## src/hw/rtl/rtdc_pkg.sv

```systemverilog
`default_nettype none
package rtdc_pkg;

	localparam int CODE_W  = 15;
	localparam int REF_W   = 21;
	localparam int R0_W    = 18;
	localparam int PROD_W  = CODE_W + REF_W;
	localparam int RES_W   = PROD_W - 15;
	localparam int NUM_W   = 62;
	localparam int RAD_W   = 64;
	localparam int ROOT_W  = RAD_W / 2;
	localparam int CFG_IDX_W = 8;
	localparam int CFG_DATA_W = REF_W;

	typedef enum logic [CFG_IDX_W-1:0] {
		REG_REF = 8'd0,
		REG_NOM = 8'd1
	} cfg_reg_t;

	localparam logic [REF_W-1:0]  REF_RESET = 21'd110080;
	localparam logic [R0_W-1:0]   NOM_RESET = 18'd25600;

	localparam logic [PROD_W-1:0] OPEN_LIMIT  = 36'd200 << 23;
	localparam logic [PROD_W-1:0] SHORT_LIMIT = 36'd20 << 23;
	localparam logic [PROD_W-1:0] ROUND_HALF  = 36'd1 << 14;

	// Callendar-Van Dusen terms, scaled by 2e9
	localparam logic [63:0] CVD_A   = 64'd7816600;
	localparam logic [63:0] CVD_A2  = CVD_A * CVD_A;
	localparam logic [43:0] CVD_4B  = 44'd9240000000000;
	localparam logic [21:0] CVD_4B_LO = CVD_4B[21:0];
	localparam logic [21:0] CVD_4B_HI = CVD_4B[43:22];
	localparam logic signed [33:0] CVD_A256 = 34'sd2001049600;

	localparam logic [15:0] CVD_DIV   = 16'd59136;
	localparam logic [36:0] CVD_HALF  = 37'd29568;
	localparam logic signed [37:0] LIM_LO = -38'sd325248000;
	localparam logic signed [37:0] LIM_HI = 38'sd739200000;
	localparam logic [36:0] SAT_X     = 37'd1774139136;
	localparam logic [30:0] RECIP     = 31'((64'd1 << 46) / 64'd59136);
	localparam logic [14:0] CENTI_MAX = 15'd30000;

	typedef struct packed {
		logic       open;
		logic       shrt;
		logic       clr;
		logic [7:0] status;
	} side_t;

	typedef struct packed {
		side_t side;
		logic  le;
	} div_side_t;

endpackage
`default_nettype wire

```

## src/hw/rtl/rtdc_sqrt.sv

```systemverilog
`default_nettype none
// Digit-by-digit integer square root, one root bit per stage.
module rtdc_sqrt #(
	parameter int RAD_W = rtdc_pkg::RAD_W
) (
	input  wire logic              clk,
	input  wire logic              arst_n,
	input  wire logic              in_vld,
	input  wire logic [RAD_W-1:0]  rad,
	input  wire rtdc_pkg::side_t   in_side,
	output logic                   out_vld,
	output logic [RAD_W/2-1:0]     root,
	output rtdc_pkg::side_t        out_side
);

	localparam int ROOT_W = RAD_W / 2;
	localparam int REM_W  = ROOT_W + 2;

	logic               vld_s  [ROOT_W];
	logic [REM_W-1:0]   rem_s  [ROOT_W];
	logic [ROOT_W-1:0]  root_s [ROOT_W];
	logic [RAD_W-1:0]   rad_s  [ROOT_W];
	rtdc_pkg::side_t    side_s [ROOT_W];

	for (genvar g = 0; g < ROOT_W; g++) begin : g_stage
		logic              vld_p;
		logic [REM_W-1:0]  rem_p;
		logic [ROOT_W-1:0] root_p;
		logic [RAD_W-1:0]  rad_p;
		rtdc_pkg::side_t   side_p;
		logic [REM_W+1:0]  cur;
		logic [REM_W+1:0]  trial;
		logic              ge;

		if (g == 0) begin : g_first
			assign vld_p  = in_vld;
			assign rem_p  = '0;
			assign root_p = '0;
			assign rad_p  = rad;
			assign side_p = in_side;
		end else begin : g_next
			assign vld_p  = vld_s[g-1];
			assign rem_p  = rem_s[g-1];
			assign root_p = root_s[g-1];
			assign rad_p  = rad_s[g-1];
			assign side_p = side_s[g-1];
		end

		assign cur   = {rem_p, rad_p[RAD_W-1:RAD_W-2]};
		assign trial = {2'b00, root_p, 2'b01};
		assign ge    = cur >= trial;

		always_ff @(posedge clk or negedge arst_n) begin
			if (!arst_n) begin
				vld_s[g] <= 1'b0;
			end else begin
				vld_s[g] <= vld_p;
			end
		end

		always_ff @(posedge clk) begin
			rem_s[g]  <= ge ? REM_W'(cur - trial) : REM_W'(cur);
			root_s[g] <= {root_p[ROOT_W-2:0], ge};
			rad_s[g]  <= {rad_p[RAD_W-3:0], 2'b00};
			side_s[g] <= side_p;
		end
	end

	assign out_vld  = vld_s[ROOT_W-1];
	assign root     = root_s[ROOT_W-1];
	assign out_side = side_s[ROOT_W-1];

endmodule
`default_nettype wire

```

## config.mk

```make
export PLATFORM = sky130hd
export DESIGN_NAME = rtdc_sqrt
export DESIGN_NICKNAME = d
export VERILOG_FILES = /design/src/hw/rtl/rtdc_pkg.sv /design/src/hw/rtl/rtdc_sqrt.sv
export SDC_FILE = /design/constraint.sdc
export NUM_CORES = 2
export LEC_CHECK = 0
export BUFFER_PORTS_ARGS = -buffer_cell sky130_fd_sc_hd__buf_2
export CAP_MARGIN = 0
export CORE_MARGIN = 3
export CORE_UTILIZATION = 55
export DETAILED_ROUTE_END_ITERATION = 10
export PLACE_DENSITY = 0.77
export SLEW_MARGIN = 20
export SYNTH_ARGS = -nofsm -noshare
export SYNTH_HDL_FRONTEND = slang
export SYNTH_MEMORY_MAX_BITS = 65536
export SYNTH_SLANG_ARGS = --single-unit
```

## constraint.sdc

```tcl
create_clock -name clk -period 6.4 [get_ports clk]
set_input_delay 0.64 -clock clk [delete_from_list [all_inputs] [get_ports clk]]
set_output_delay 0.64 -clock clk [all_outputs]
set_load 0.02 [all_outputs]
```

==> flow_summary.toml <==
[final_layout]
seqCellArea_sq_um = 58400
final_net_count = 10487
fillers = 14073
area_delta_synth_final_pct = 13.5
layout-drive-gt1-share_pct = 7.78
antennaDiodeCount = 0
multi_input_area_sq_um = 38900
final_core_util_pct = 63.0

[grt]
grt_pass1_wl_um = 335000
grt-ovfl-total = 0
grt_pass1_vias = 66521
track_usage_pct = 21.8
grt_max_degree = 60
antenna_found_initial = 0

[clock_tree]
clk_latency_ps = 940
postCtsHoldBufs = 78
htree_levels = 5
tritoncts = "yes"
cts_buffers = 296
clk_pin_slew_ps = 60
cts_buffer_depth = 4
cts-root-buf = "clkbuf_16"
postCtsResizedCells = 0
cts_setup_buffers = 0
clkSinkCount = 2907

[critical_path]
critPathArrivalTime_ps = 4740
startpoint = "root_s[6][67]"
cp_max_fo = 53
critPathKind = "reg2reg"
r2r-start = "root_s[6][67]"
required_ps = 7210
end_kind = "flip-flop"
rrSetupSlack_ps = 2460
worst_setup_path_start_kind = "flip-flop"

[place]
dpl.hpwl_um = 150000
finalWeightedCongestion = 0.912
numPortBuffers = 121

[synthesis]
synth.top_cell.area_share_pct = 57.3
synth_edf_count = 0
syn_nets = 10149
synth_top_area_cell = "dfxtp_1"
yosysWarnings = 0
synth_top_family_by_area = "simple AND/OR/NAND/NOR gates"
synthCells = 9509
synth_area_leaders = "dfxtp_1 (57%), ha_1 (7.0%), xnor2_1 (4.1%)"
synth-simple-area-share_pct = 11.7
synth_common_cells = "dfxtp_1 (2875), inv_1 (706), nor2_1 (619)"
async_flop_share_pct = 1.10
syn-mean-instance-area_sq_um = 10.6
synth_fa_ha_area_share_pct = 7.00
yosysMostFrequentCell = "dfxtp_1"
synth_flop_cell = "dfxtp_1"
synth_seq_area_share_pct = 58.1
synthMuxAreaShare_pct = 1.11
ys_ff_latch = 2907
syn_area_sq_um = 100000
synth_compound_area_share_pct = 11.3
synth_xor_area_share_pct = 7.49
yosysUniqueCellTypes = 102

[timing]
relSlewSlack_pct = 27.6
maxSlewViolCount = 0
worst_pin_slew_ps = 1080
fmax_mhz = 254
setup_viol = 0
clock_skew_ps = 64.8
period_share_pct = 61.5
tns_ps = 0
hold_violations = 0
rsz0062_at_grt = "no"
period_minus_slack_ps = 3940

[die]
ios = 122
fp.dieArea_sq_um = 188000
rows = 156
die-width_um = 433
fp.coreArea_sq_um = 181000
die_h_um = 433
initial_core_util_pct = 55.5

[routing]
vias = 66502
first_pass_iters = 6
drt_iter0_drc = 4317
wl_per_cell_um = 16.8
drc_errors = 0
avgViaCountPerCell = 5.35
wirelength_um = 209000
antenna_left = 0

[power_and_ir_drop]
ir_drop_v = 0.000337
p_per_area_nw_per_um2 = 409
p_leak_uw = 0.0529

[worst_hold_path]
hp-class = "in2async"

[flow_run]
cap_viol_max_count = 0

[run_status]
status = "finished clean"
[registers in the layout, indices dropped and copies added (netlist names)]
signal         cells
g_stage.vld_p     31
side_s           352
rem_s           1003
root_s           528
out_vld            1
rad_s            992
[where the power goes]
part / internal, uW / switching [uW] / total [uW]
clock network: 10100 / 6750 / 16900
logic: 3070 / 3770 / 6840
registers: 20800 / 2080 / 22900
total: 34000 / 12600 / 46600
[cell usage in the layout (no fill, tap or decap), types with 102 or more instances in the layout]
cell       instances
a21o_1           215
o21ai_0          435
ha_1             562
nor2_1           618
clkbuf_16        303
nand2b_1         102
xor2_1           389
xnor2_1          470
nand2_1          590
nand3_1          146
buf_2            121
nor3_1           207
inv_1            706
dfxtp_1         2875
a21oi_1          612
[path summary, 6_finish.rpt]
path | end | depth (start not counted)
max | rem_s[1][405] | 11
min | g_stage[19].vld_p | 2
max reg2reg | rem_s[1][405] | 11
min reg2reg | rad_s[2][185] | 0
max in group asynchronous | g_stage[11].vld_p | 2
min in group clk | rad_s[2][185] | 0
[cells by family after synthesis]
family                   after synthesis
flip-flops                          2907
AND/OR/NAND/NOR                     2363
AO/OA/AOI/OAI                       1829
buffers and inverters                888
XOR/XNOR                             859
adder cells (fa/ha/maj)              562
multiplexers                         100
other                                  1
[worst max-delay path: stages, from the launching register on]
cell       delay [ps]
dfxtp_1           320
inv_1              40
ha_1              370
nand4_1           180
a211oi_1          310
o41ai_1           150
nor2b_1           180
a31oi_1           510
a221o_2           980
o2111ai_1         360
nor3_1            260
xor2_1            160
[routing by layer]
metal  vias to the layer above  track usage [%]  part of all wire, %
met2                      1646             39.0                   50
met4                         0             9.11                  4.0
met3                       535             3.34                  4.3
li1                      33124                -                    -
met5                         -                0                    0
met1                     31197             26.1                   42
[final cells by class]
class / count / share of cell area [%]
flip-flops and latches: 2907 / 51.2
multi-input cells: 5714 / 34.1
clock buffers: 404 / 7.45
well taps: 2370 / 2.60
inverters: 711 / 2.34
repair buffers: 217 / 1.33
clock inverters: 105 / 1.02
[metrics by stage]
| stage | cell area (sq um) | instances | hold WS, ps | setup WS [ps] | power [uW] |
|---|---|---|---|---|---|
| after floorplan | 100000 | 9509 | 310 | 3270 | 27800 |
| after global placement | 104000 | 11841 | 309 | 2640 | 29700 |
| after detailed placement | 104000 | 11841 | 312 | 2590 | 30000 |
| after CTS | 114000 | 12428 | 228 | 2520 | 47000 |
| after global routing | 114000 | 12428 | 292 | 2090 | 48800 |
| final | 114000 | 12428 | 288 | 2460 | 46600 |
Power figures use the tool's default switching activity.
